### src/design/dcrm_pkg.sv
`default_nettype none

package dcrm_pkg;

    // value and count widths
    localparam int VALUE_WIDTH = 16;
    localparam int COUNT_WIDTH = 8;
    localparam logic [COUNT_WIDTH-1:0] COUNT_MAX = '1;

    // input transfer: two ends of the range, either order
    typedef struct packed {
        logic [VALUE_WIDTH-1:0] bound_a;
        logic [VALUE_WIDTH-1:0] bound_b;
    } t_in;

    // output transfer: best divisor count and smallest number having it
    typedef struct packed {
        logic [COUNT_WIDTH-1:0] max_count;
        logic [VALUE_WIDTH-1:0] best_number;
    } t_out;

    // controller states
    typedef enum logic [2:0] {
        S_IDLE,
        S_NUM_INIT,
        S_TEST,
        S_DIV,
        S_NUM_DONE,
        S_FINISH
    } t_state;

    // controller to datapath
    typedef struct packed {
        logic load;      // capture bounds, clear best
        logic num_init;  // start trial division of the current number
        logic div_start; // launch remainder of number by trial divisor
        logic accum;     // add divisor pair, step trial divisor
        logic num_done;  // compare count against best
        logic next_num;  // step to the next number
        logic out_load;  // move result into the output register
    } t_dp_cmd;

    // datapath to controller
    typedef struct packed {
        logic sq_gt_n;   // trial divisor squared exceeds number
        logic div_done;  // remainder ready
        logic last_num;  // current number is the upper bound
        logic out_full;  // output register holds a result
    } t_dp_sts;

endpackage

`default_nettype wire

### src/design/dcrm_div.sv
`default_nettype none

// Restoring remainder unit, one quotient bit per cycle.
module dcrm_div (
    input  wire logic                             i_clk,
    input  wire logic                             i_rst_n,
    input  wire logic                             i_start,
    input  wire logic [dcrm_pkg::VALUE_WIDTH-1:0] i_dividend,
    input  wire logic [dcrm_pkg::VALUE_WIDTH-1:0] i_divisor,
    output logic                                  o_done,
    output logic                                  o_rem_zero
);
    localparam int W  = dcrm_pkg::VALUE_WIDTH;
    localparam int CW = $clog2(W);

    logic          r_busy;
    logic          r_done;
    logic [CW-1:0] r_cnt;
    logic [W-1:0]  r_rem;
    logic [W-1:0]  r_dvd;
    logic [W-1:0]  r_d;
    logic [W:0]    n_trial;
    logic [W:0]    n_diff;
    logic [W-1:0]  n_rem;

    // one restoring step
    always_comb begin
        n_trial = {r_rem, r_dvd[W-1]};
        n_diff  = n_trial - {1'b0, r_d};
        if (n_trial >= {1'b0, r_d}) begin
            n_rem = n_diff[W-1:0];
        end else begin
            n_rem = n_trial[W-1:0];
        end
    end

    // step control
    always_ff @(posedge i_clk) begin
        if (!i_rst_n) begin
            r_busy <= 1'b0;
            r_done <= 1'b0;
            r_cnt  <= '0;
        end else begin
            r_done <= 1'b0;
            if (i_start) begin
                r_busy <= 1'b1;
                r_cnt  <= '0;
            end else if (r_busy) begin
                r_cnt <= r_cnt + CW'(1);
                if (r_cnt == CW'(W - 1)) begin
                    r_busy <= 1'b0;
                    r_done <= 1'b1;
                end
            end
        end
    end

    // operands and partial remainder
    always_ff @(posedge i_clk) begin
        if (i_start) begin
            r_rem <= '0;
            r_dvd <= i_dividend;
            r_d   <= i_divisor;
        end else if (r_busy) begin
            r_rem <= n_rem;
            r_dvd <= {r_dvd[W-2:0], 1'b0};
        end
    end

    assign o_done     = r_done;
    assign o_rem_zero = (r_rem == '0);

endmodule

`default_nettype wire

### src/design/dcrm_dp.sv
`default_nettype none

// Datapath: range bounds, trial divisor and its square, counts, best, output register.
module dcrm_dp (
    input  wire logic              i_clk,
    input  wire logic              i_rst_n,
    input  wire dcrm_pkg::t_in     i_in_data,
    input  wire logic              i_out_stall,
    input  wire dcrm_pkg::t_dp_cmd i_cmd,
    output dcrm_pkg::t_dp_sts      o_sts,
    output logic                   o_out_valid,
    output dcrm_pkg::t_out         o_out_data
);
    localparam int W  = dcrm_pkg::VALUE_WIDTH;
    localparam int CW = dcrm_pkg::COUNT_WIDTH;

    logic [W-1:0]  n_a;
    logic [W-1:0]  n_b;
    logic [W-1:0]  r_num;
    logic [W-1:0]  r_hi;
    logic [W-1:0]  r_i;
    logic [W+1:0]  r_sq;
    logic [CW-1:0] r_cnt;
    logic [CW:0]   n_sum;
    logic [CW-1:0] r_best_cnt;
    logic [W-1:0]  r_best_num;
    logic          r_out_valid;
    dcrm_pkg::t_out r_out;
    logic          div_done;
    logic          rem_zero;

    // a zero bound counts as one
    always_comb begin
        n_a = (i_in_data.bound_a == '0) ? W'(1) : i_in_data.bound_a;
        n_b = (i_in_data.bound_b == '0) ? W'(1) : i_in_data.bound_b;
    end

    // saturating count update: a square root counts once, a pair twice
    always_comb begin
        n_sum = {1'b0, r_cnt} + ((r_sq == {2'b00, r_num}) ? (CW+1)'(1) : (CW+1)'(2));
    end

    dcrm_div u_div (
        .i_clk      (i_clk),
        .i_rst_n    (i_rst_n),
        .i_start    (i_cmd.div_start),
        .i_dividend (r_num),
        .i_divisor  (r_i),
        .o_done     (div_done),
        .o_rem_zero (rem_zero)
    );

    // working registers
    always_ff @(posedge i_clk) begin
        if (i_cmd.load) begin
            r_num      <= (n_a > n_b) ? n_b : n_a;
            r_hi       <= (n_a > n_b) ? n_a : n_b;
            r_best_cnt <= '0;
        end
        if (i_cmd.num_init) begin
            r_i   <= W'(1);
            r_sq  <= (W+2)'(1);
            r_cnt <= '0;
        end
        if (i_cmd.accum) begin
            if (rem_zero) begin
                r_cnt <= n_sum[CW] ? dcrm_pkg::COUNT_MAX : n_sum[CW-1:0];
            end
            r_i  <= r_i + W'(1);
            r_sq <= r_sq + ({2'b00, r_i} << 1) + (W+2)'(1);
        end
        if (i_cmd.num_done && (r_cnt > r_best_cnt)) begin
            r_best_cnt <= r_cnt;
            r_best_num <= r_num;
        end
        if (i_cmd.next_num) begin
            r_num <= r_num + W'(1);
        end
    end

    // output register
    always_ff @(posedge i_clk) begin
        if (!i_rst_n) begin
            r_out_valid <= 1'b0;
        end else if (i_cmd.out_load) begin
            r_out_valid <= 1'b1;
        end else if (!i_out_stall) begin
            r_out_valid <= 1'b0;
        end
    end

    always_ff @(posedge i_clk) begin
        if (i_cmd.out_load) begin
            r_out.max_count   <= r_best_cnt;
            r_out.best_number <= r_best_num;
        end
    end

    always_comb begin
        o_sts.sq_gt_n  = (r_sq > {2'b00, r_num});
        o_sts.div_done = div_done;
        o_sts.last_num = (r_num == r_hi);
        o_sts.out_full = r_out_valid;
    end

    assign o_out_valid = r_out_valid;
    assign o_out_data  = r_out;

endmodule

`default_nettype wire

### src/design/dcrm_ctrl.sv
`default_nettype none

// Controller: walks the range, and trial divisors up to the square root of each number.
module dcrm_ctrl (
    input  wire logic              i_clk,
    input  wire logic              i_rst_n,
    input  wire logic              i_in_valid,
    input  wire logic              i_out_stall,
    input  wire dcrm_pkg::t_dp_sts i_sts,
    output logic                   o_in_stall,
    output dcrm_pkg::t_dp_cmd      o_cmd
);
    dcrm_pkg::t_state r_state;
    dcrm_pkg::t_state n_state;

    // state register
    always_ff @(posedge i_clk) begin
        if (!i_rst_n) begin
            r_state <= dcrm_pkg::S_IDLE;
        end else begin
            r_state <= n_state;
        end
    end

    // next state and commands
    always_comb begin
        n_state    = r_state;
        o_cmd      = '0;
        o_in_stall = 1'b1;
        unique case (r_state)
            dcrm_pkg::S_IDLE: begin
                o_in_stall = 1'b0;
                if (i_in_valid) begin
                    o_cmd.load = 1'b1;
                    n_state    = dcrm_pkg::S_NUM_INIT;
                end
            end
            dcrm_pkg::S_NUM_INIT: begin
                o_cmd.num_init = 1'b1;
                n_state        = dcrm_pkg::S_TEST;
            end
            dcrm_pkg::S_TEST: begin
                if (i_sts.sq_gt_n) begin
                    n_state = dcrm_pkg::S_NUM_DONE;
                end else begin
                    o_cmd.div_start = 1'b1;
                    n_state         = dcrm_pkg::S_DIV;
                end
            end
            dcrm_pkg::S_DIV: begin
                if (i_sts.div_done) begin
                    o_cmd.accum = 1'b1;
                    n_state     = dcrm_pkg::S_TEST;
                end
            end
            dcrm_pkg::S_NUM_DONE: begin
                o_cmd.num_done = 1'b1;
                if (i_sts.last_num) begin
                    n_state = dcrm_pkg::S_FINISH;
                end else begin
                    o_cmd.next_num = 1'b1;
                    n_state        = dcrm_pkg::S_NUM_INIT;
                end
            end
            dcrm_pkg::S_FINISH: begin
                // wait for room in the output register
                if (!i_sts.out_full || !i_out_stall) begin
                    o_cmd.out_load = 1'b1;
                    n_state        = dcrm_pkg::S_IDLE;
                end
            end
            default: begin
                n_state = dcrm_pkg::S_IDLE;
            end
        endcase
    end

endmodule

`default_nettype wire

### src/design/divisor_count_range_max_top.sv
// Channel | Direction | Handshake                 | Payload
// in      | input     | i_in_valid / o_in_stall   | i_in_data  (bound_a, bound_b)
// out     | output    | o_out_valid / i_out_stall | o_out_data (max_count, best_number)
//
// One range at a time. For each number n in the range, the remainder unit
// runs once for each trial divisor up to floor(sqrt(n)), taking one
// quotient bit per cycle.
// Reset is synchronous, active low, and clears control state only.
// A result waiting under out stall holds; the next range is accepted meanwhile.
`default_nettype none

module divisor_count_range_max_top (
    input  wire logic           i_clk,
    input  wire logic           i_rst_n,
    input  wire logic           i_in_valid,
    output logic                o_in_stall,
    input  wire dcrm_pkg::t_in  i_in_data,
    output logic                o_out_valid,
    input  wire logic           i_out_stall,
    output dcrm_pkg::t_out      o_out_data
);
    dcrm_pkg::t_dp_cmd cmd;
    dcrm_pkg::t_dp_sts sts;

    dcrm_ctrl u_ctrl (
        .i_clk       (i_clk),
        .i_rst_n     (i_rst_n),
        .i_in_valid  (i_in_valid),
        .i_out_stall (i_out_stall),
        .i_sts       (sts),
        .o_in_stall  (o_in_stall),
        .o_cmd       (cmd)
    );

    dcrm_dp u_dp (
        .i_clk       (i_clk),
        .i_rst_n     (i_rst_n),
        .i_in_data   (i_in_data),
        .i_out_stall (i_out_stall),
        .i_cmd       (cmd),
        .o_sts       (sts),
        .o_out_valid (o_out_valid),
        .o_out_data  (o_out_data)
    );

endmodule

`default_nettype wire

### config.mk
export PLATFORM = sky130hd
export DESIGN_NAME = divisor_count_range_max_top
export DESIGN_NICKNAME = d
export VERILOG_FILES = /design/src/design/dcrm_pkg.sv /design/src/design/dcrm_div.sv /design/src/design/dcrm_dp.sv /design/src/design/dcrm_ctrl.sv /design/src/design/divisor_count_range_max_top.sv
export SDC_FILE = /design/constraint.sdc
export NUM_CORES = 1
export LEC_CHECK = 0
export BUFFER_PORTS_ARGS = -buffer_cell sky130_fd_sc_hd__buf_2
export CAP_MARGIN = 40
export CORE_MARGIN = 10
export CORE_UTILIZATION = 40
export CTS_CLUSTER_SIZE = 24
export DETAILED_ROUTE_END_ITERATION = 6
export GPL_TIMING_DRIVEN = 0
export HOLD_SLACK_MARGIN = 0.05
export PLACE_DENSITY = 0.57
export SKIP_LAST_GASP = 1
export SYNTH_ARGS = -nofsm -noshare
export SYNTH_HDL_FRONTEND = slang
export SYNTH_HIERARCHICAL = 1
export SYNTH_SLANG_ARGS = --single-unit
### constraint.sdc
create_clock -name i_clk -period 5.08 [get_ports i_clk]
set_clock_uncertainty 0.05 [all_clocks]
set_input_delay 0 -clock i_clk [delete_from_list [all_inputs] [get_ports i_clk]]
set_output_delay 0 -clock i_clk [all_outputs]
set_load 0.01 [all_outputs]
==> flow_results.org, run 1 <==
** Status
- Outcome :: completed

** CTS
- TritonCTS built the clock tree.
- Deepest clock path buffer count :: 2
- The tree is rooted in a clkbuf_16.
- Hold buffers post-CTS :: 52
- The H-tree generated during clock tree synthesis spans 4 levels.
- After clock tree synthesis, the clock-pin slew on the worst setup and hold paths is approximately 0.07 ns.
- Number of clock sinks :: 180
- # Post-CTS Setup Buffers :: 0
- Clock latency reported for the late side of the worst-skew pair :: 0.43 ns
- Number of CTS-inserted buffers :: 17
- Once the clock tree was built, the resizer swapped 0 gates to a different size.

** Synthesis
- Summed over all instances, the cell type with the most area after synthesis is edfxtp_1.
- Distinct cell type count of the synthesized netlist :: 73
- Share of synthesized flip-flops with an asynchronous set or reset :: 0%
- Dividing the synthesized area by the synthesized cell count gives 10.6 um2.
- Dominant synthesized flop cell :: edfxtp_1
- Share of the yosys chip area belonging to registers :: around half
- Post-synth net total :: 1105
- Ranked by total cell area, the synthesized netlist is headed by edfxtp_1, ha_1, dfxtp_1.
- Synth warnings :: 6
- Number of flops mapped to enable cells by yosys :: 146
- Portion of synthesized cell area occupied by the leading cell type :: a little over two fifths
- In this run, synthesis produced a sequential element count of 180.
- Synth Instances :: around 990
- The mapped netlist covers around 10000 um2.

** STA
- The routed design could run at a clock period as short as around 4 ns.
- Finish-stage setup viols :: 0
- At the pin with the least slew margin, the transition time is 0.790 ns.
- Dividing the final minimum period by the clock period gives between 70 and 80%.
- Headroom to the max-slew limit came out at between 40% and 50%.
- Slew Limit Fails :: 0
- For this run, the top clock speed supported by timing is 246 MHz.
- In the final timing run, aggregate negative setup slack is 0 ns.
- Across all hold checks on the routed design, the worst slack comes to about 0.16 ns.
- The final number of hold-violating endpoints came to 0.
- RSZ-0062 raised after global routing :: no

** Critical path
- CP max stage cell :: buf_1
- CP Launch Type :: flop
- Largest delay contributor family on the critical path :: simple AND/OR/NAND/NOR gates
- The critical path goes through clkbuf_1 -> inv_1 -> ha_1 -> nand4_1 -> nor3_1 -> nand2_1 -> nor4_1 -> a21oi_1 -> nor4b_4 -> buf_1 -> buf_1 -> and2_1.
- Number of buffers and inverters on the critical path :: 4
- The worst setup path is of the reg -> reg kind.
- Signal arrival time at the worst endpoint :: approximately 4.3 ns
- Most frequent cell on the critical path :: buf_1
- STA classifies the critical path endpoint as a flop.
- Required time at the endpoint of the critical path :: 5.32 ns
- Worst-path fanout max :: 10
- In this design, the stage delay of the slowest critical-path cell is 0.52 ns.

** Global route
- After global routing the overflow that remains totals 0.
- Global Route Usage Sum :: about 15%
- The initial antenna violation count was 3.
- Wire length of the first global-routing pass :: 41.3 mm
- Pin count of the biggest net entering global routing :: 35
- Vias in the first global route :: 7798

** Floorplan
- Num ports :: just over 60
- Placeable core area :: 25900 um2
- The die covers 33000 um2.
- In this run the vertical extent of the chip is approximately 180 um.
- Once the floorplan was initialized, standard cells occupied between 40 and 50% of the core.
- DIE WIDTH :: 182 um
- Number of cell rows :: 59

** Pwr
- Proportion of total power due to net switching :: 33.5%
- Internal Pwr Total :: 3.08 mW
- Power, Total :: ~4.6 mW
- Clock Power Share :: 28.5%
- Areal power density over the cells :: approximately 370 nW/um2
- In this run, flip-flops and latches consume 42.0% of the power.
- For this design the total switching power over the nets is 1.55 mW.
- Largest vdd supply drop :: 0.000256 V
- Combinational cells account for 29.5% of the total power.
- Leakage component of the power :: 4.81 nW

** Layout
- Post-synthesis to final-layout area growth :: 18.7%
- Once layout is complete, the utilization of the core stands at 47.9%.
- Final Instance Area :: 12400 um2
- Fraction of final layout cells sized beyond drive strength 1 :: 13.2%
- The final layout contains roughly 1200 nets.
- Filler cell count in the final layout :: 2345

** Routing
- Via count of the routed design :: 7796
- DR iter-0 viols :: 462
- Dividing the detail-routed wire length by the instance count gives 17.2 um.
- Summed over all layers, the routed wires come to roughly 25 mm.
- After detailed routing, the number of vias per cell comes to around 5.3.
- After detailed routing, the number of remaining DRC violations is 0.
- Router iterations before antenna repair :: 5
- The count of nets left with antenna violations once routing finished came out at 0.

** Place
- Detailed placement ended at an HPWL of between 15 and 20 mm.
- Instance area at placement :: approximately 11000 um2
- PortBufs :: 61
- At the end of routability-driven placement, the weighted congestion stood at 0.859.

** Job
- Across the run, the number of max-cap violations was 0.

** Hold path
- Hold Crit Class :: in -> reg
==> cells in the final DEF, fill, tap and decap left out, drive strengths merged, types with 17 or more instances in the layout <==
cell,netlist,layout
nor4,17,17
dfxtp,34,34
edfxtp,146,146
nor2,63,63
clkbuf,27,44
xnor2,41,41
nand2,86,86
mux2i,30,30
xor2,24,24
o21ai,60,60
a21oi,57,57
nor3,18,18
nand3,20,20
nand4,23,23
dlygate4sd3,0,52
inv,73,79
buf,17,83
ha,77,77
==> sequential cells by signal, summed over array words and instances, names as in the netlist, 8 cells and up <==
signal and flops:
u_dp/r_sq 18, u_dp/o_out_data 24, u_dp/r_i 16, u_dp/u_div/r_rem 16, u_dp/r_best_cnt 8, u_dp/r_cnt 8, u_dp/r_num 16, u_dp/r_best_num 16
u_dp/r_hi 16, u_dp/u_div/r_dvd 16, u_dp/u_div/r_d 16
==> worst paths after layout <==
| path | start | endpoint | slack [ns] | cells past startpoint |
|---|---|---|---|---|
| setup / recovery | u_dp/r_num[7] | u_dp/u_div/r_dvd[0] | 1.02 | 12 |
| hold / removal | i_in_data[0] | u_dp/r_num[0] | 0.16 | 4 |
| setup reg to reg | u_dp/r_num[7] | u_dp/u_div/r_dvd[0] | 1.02 | 12 |
| hold reg to reg | u_dp/r_best_num[2] | u_dp/o_out_data[2] | 0.37 | 0 |
==> through the flow <==
stage | instances | setup WS (ns)
floorplan | 989 | 0.951
global placement | 1385 | -0.773
detailed placement | 1391 | 1.01
CTS | 1475 | 0.997
global route | 1478 | 0.733
finish | 1478 | 1.02
==> cell families after synthesis <==
kind of cell | after synthesis | synth area share [%]
adder cells (fa/ha/maj) | 80 | 9.79
multiplexers | 46 | 4.59
AO/OA/AOI/OAI | 190 | 11.7
buffers and inverters | 117 | 4.77
XOR/XNOR | 65 | 5.44
flip-flops | 180 | 48.4
AND/OR/NAND/NOR | 311 | 15.3
==> tightest hold or removal path: stages <==
cell and delay (ns):
buf_2 0.08, a41o_1 0.13, nor2b_1 0.06, o31ai_1 0.26
==> cell usage after synthesis, drive strengths merged (3+ instances only) <==
library cell	n
or3	5
nor2	63
dfxtp	34
a31oi	6
o211ai	8
nor3	18
o21ai	60
edfxtp	146
xnor2	41
nand2	86
nor3b	3
and4b	3
fa	3
a41oi	3
and2	14
nand3	20
and4	5
nor2b	15
o31ai	3
or2	4
nand4	23
a21oi	57
mux2	16
inv	73
o21a	9
a311oi	3
buf	17
nand2b	12
nor4	17
a221oi	3
or4	3
and3	15
nand3b	4
a211oi	12
ha	77
clkbuf	27
a21o	12
mux2i	30
xor2	24
==> power groups by stage <==
stage          sequential, mW  combinational, mW  clock, mW
6_report                 1.94               1.37       1.32
5_1_grt                  1.96               1.54       1.42
4_1_cts                  1.95               1.37       1.35
3_3_place_gp             1.98               1.29          0
2_1_floorplan            1.90               1.03          0
3_5_place_dp             1.98               1.31          0
==> cell type report <==
class / instances / area (um2) / share of cell area, %
well taps: 335 / 419 / 3.38
plain buffers: 44 / 225 / 1.81
inverters: 73 / 274 / 2.21
multi-input cells: 692 / 4910 / 39.6
repair buffers: 119 / 916 / 7.38
diodes: 3 / 7.51 / 0.0605
clock buffers: 17 / 425 / 3.43
clock inverters: 15 / 168 / 1.35
flip-flops and latches: 180 / 5060 / 40.8
==> metal layers <==
metal	up-vias	part of all wire, %	track usage (%)	wire, um
met4	0	1.7	4.95	425
met1	3720	46	19.9	11600
met2	163	49	25.5	12500
met3	32	3.7	2.72	945
li1	3881	-	-	-
met5	-	0	0	0
Power figures use the tool's default switching activity.
==> inputs of run 2 (changes only) <==
Clock period 5.08 ns to 3.25 ns, I/O delays scaled along.
==> flow_results.org, run 2 (same netlist as run 1, synthesis figures left out) <==
** Status
- The flow ran to the end, and the final reports show no timing, DRC or antenna violations.

** Layout
- Flip-flop and latch area :: 5060 um2 (unchanged)
- The number of standard cells in the final layout excluding fillers was 1490 (+0.81%).
- In the layout the commonest cells are edfxtp_1, nand2_1, ha_1.
- The number of flip-flops in the largest register came to 24 (unchanged).
- Relative to the synthesized area, the layout overhead comes to 20.2%.
- Area occupied by multi-input gates :: 5030 um2 (+2.4%)
- Fraction of final layout cells sized beyond drive strength 1 :: 17.2% (+4.0 points)
- The number of nets in the layout came to 1258 (+1.2%).
- Most common library cell in the layout ignoring fill and taps :: edfxtp_1
- Filler cell count in the final layout :: 2344 (-0.043%)
- The number of antenna cells inserted is 0 (-3).

** STA
- Post-layout min period :: 3.17 ns (-0.884 ns)
- The final-report max-slew violation count is 0 (unchanged).
- Finish-stage setup viols :: 0 (unchanged)
- The highest attainable clock frequency came to 315 MHz (+28%).
- Slew at the pin closest to its max-slew limit :: 0.884 ns (+0.0936 ns)
- Setup repair after global routing could not meet its margin everywhere.
- Final Hold Viols :: 0 (unchanged)
- Final period util :: 97.6% (+18 points)
- The remaining max-slew budget at the tightest pin came to 41.1% (-6.2 points).

** Critical path
- The startpoint identified for the worst register-to-register timing path is u_dp/r_num[7].
- Required time at the endpoint of the critical path :: 3.51 ns (-1.81 ns)
- Setup slack, reg-to-reg :: 0.08 ns (-0.95 ns)
- Signal arrival time at the worst endpoint :: 3.44 ns (-0.86 ns)
- The critical path starts at u_dp/r_num[7].
- STA classifies the critical path startpoint as a flop.
- Critical path capture point type :: flop
- The maximum fanout count along the critical path came to 5 (-5).
- The endpoint identified for the worst register-to-register timing path is u_dp/r_cnt[7].
- Start-to-end type of the worst setup path :: reg -> reg
- Logic depth of the worst register-to-register path :: 16 (+4)

** Routing
- Router iterations before antenna repair :: 5 (unchanged)
- Antenna-violating nets left :: 0 (unchanged)
- Per-cell via count in the routed design :: 5.23 (-0.93%)
- Number of remaining DRC errors :: 0 (unchanged)
- The starting DRC count in detailed routing is 564 (+22%).
- The average detailed-routed wire length per instance came to 17.2 um (-0.39%).
- The total number of vias came to 7786 (-0.13%).
- The routed wire length is 25.6 mm (+0.42%).

** Pwr
- Power, Total :: 7.18 mW (+55%)
- Largest vdd supply drop :: 0.000455 V (+77%)
- The cell leakage power was 4.89 nW (+1.6%).
- Areal power density over the cells :: 571 nW/um2 (+53%)

** Floorplan
- The floorplan die width came to 182 um (unchanged).
- The height of the die was 182 um (unchanged).
- Die ar. :: 33000 um2 (unchanged)
- Number of cell rows :: 59 (unchanged)
- Initial core utilization :: 40.4% (unchanged)
- Num ports :: 62 (unchanged)
- The core footprint came to 25900 um2 (unchanged).

** CTS
- The TritonCTS buffer count is 17 (unchanged).
- Deepest clock path buffer count :: 2 (unchanged)
- The post-CTS clock slew at the launch and capture registers of the worst setup and hold paths came to 0.07 ns (about the same).
- The cell sitting at the root of the clock tree is a clkbuf_16.
- The number of H-tree levels came to 4 (unchanged).
- The clock insertion delay at the later pin of the skew report came to 0.43 ns (about the same).
- The number of clock sinks was 180 (unchanged).
- Clock tree from TritonCTS :: built

** Global route
- Global Route Usage Sum :: 15.2% (-0.23 points)
- Wire length of the first global-routing pass :: 40.6 mm (-1.7%)
- Aggregate global routing overflow :: 0 (unchanged)
- The via count of the first global-routing pass came to 7521 (-3.6%).
- The pin count of the biggest net entering global routing came to 35 (unchanged).
- The initial antenna violation count is 0 (-3).

** Job
- The max capacitance violation total is 0 (unchanged).

** Place
- Instance count after placement with tap cells included :: 1389 (-0.14%)
- The number of buffer cells added on primary ports came to 61 (unchanged).
- The final HPWL from detailed placement came to 18.5 mm (-0.94%).
- RePlAce Congestion :: 0.845 (-1.6%)

** Hold path
- The number of instances on the worst hold path was 4 (unchanged).
- The worst hold path belongs to the class in -> reg.
- Startpoint of the tightest hold check path :: i_in_data[20]
- The path with the worst hold slack has its endpoint at u_dp/r_hi[0].
[run 2: layout make-up]
type	count	area share, %
repair buffers	134	7.84
clock inverters	15	0.976
plain buffers	44	1.92
multi-input cells	692	40.0
well taps	335	3.34
clock buffers	17	3.39
flip-flops and latches	180	40.3
inverters	73	2.20
[run 2: stage by stage]
| step | hold WS [ns] | setup slack [ns] | util [%] | TNS (ns) | instance area [um2] |
|---|---|---|---|---|---|
| after floorplan | 0.0782 | 0.000324 | - | 0 | 10500 |
| after global placement | 0.265 | -0.976 | 43.3 | -45.11 | 11200 |
| after detailed placement | 0.262 | -0.258 | 43.6 | -8.32 | 11300 |
| after CTS | 0.253 | 0.00317 | 47.5 | 0 | 12300 |
| after global routing | 0.217 | -0.00904 | 48.5 | -0.0205 | 12600 |
| final | 0.171 | 0.0765 | 48.5 | 0 | 12600 |
[run 2: critical path: stages, from the launching register on]
cell	delay, ns
edfxtp_1	0.37
buf_6	0.12
inv_1	0.05
ha_1	0.29
nand4_1	0.12
nor3_2	0.30
nand2_1	0.15
nor4_4	0.22
buf_4	0.18
inv_1	0.07
ha_1	0.28
a21oi_2	0.05
nor2b_2	0.16
and3_1	0.21
and3_4	0.20
and4b_1	0.20
nor3_2	0.04
[run 2: how the worst max path moves through the flow]
stage | end | slack [ns] | cells past startpoint
floorplan | u_dp/u_div/r_dvd[10] | 0.0003 | 11
global placement | u_dp/u_div/r_dvd[8] | -0.98 | 11
detailed placement | u_dp/u_div/r_dvd[8] | -0.26 | 11
CTS | u_dp/u_div/r_dvd[4] | 0.003 | 11
global route | u_dp/r_cnt[7] | -0.009 | 16
finish | u_dp/r_cnt[7] | 0.08 | 16
[run 2: power by group]
part | total, mW | internal [mW] | switching (mW)
clock network | 1.95 | 0.999 | 0.950
registers | 3.01 | 2.76 | 0.251
logic | 2.22 | 0.980 | 1.24
total | 7.18 | 4.74 | 2.44
[run 2: repair_timing]
action	in CTS	in global routing
gates resized for setup	3	20
hold buffers	41	0
setup endpoints to repair	54	62
endpoints found under the hold margin	41	0
pin swaps	3	7
setup buffers	8	20
[run 2: routing by layer]
metal / vias up / wire length [um] / GRT usage (%) / part of all wire (%)
li1: 3902 / - / - / -
met3: 25 / 954 / 2.72 / 3.7
met1: 3732 / 12100 / 20.1 / 47
met4: 0 / 346 / 4.10 / 1.4
met5: - / 0 / 0 / 0
met2: 127 / 12200 / 24.9 / 48
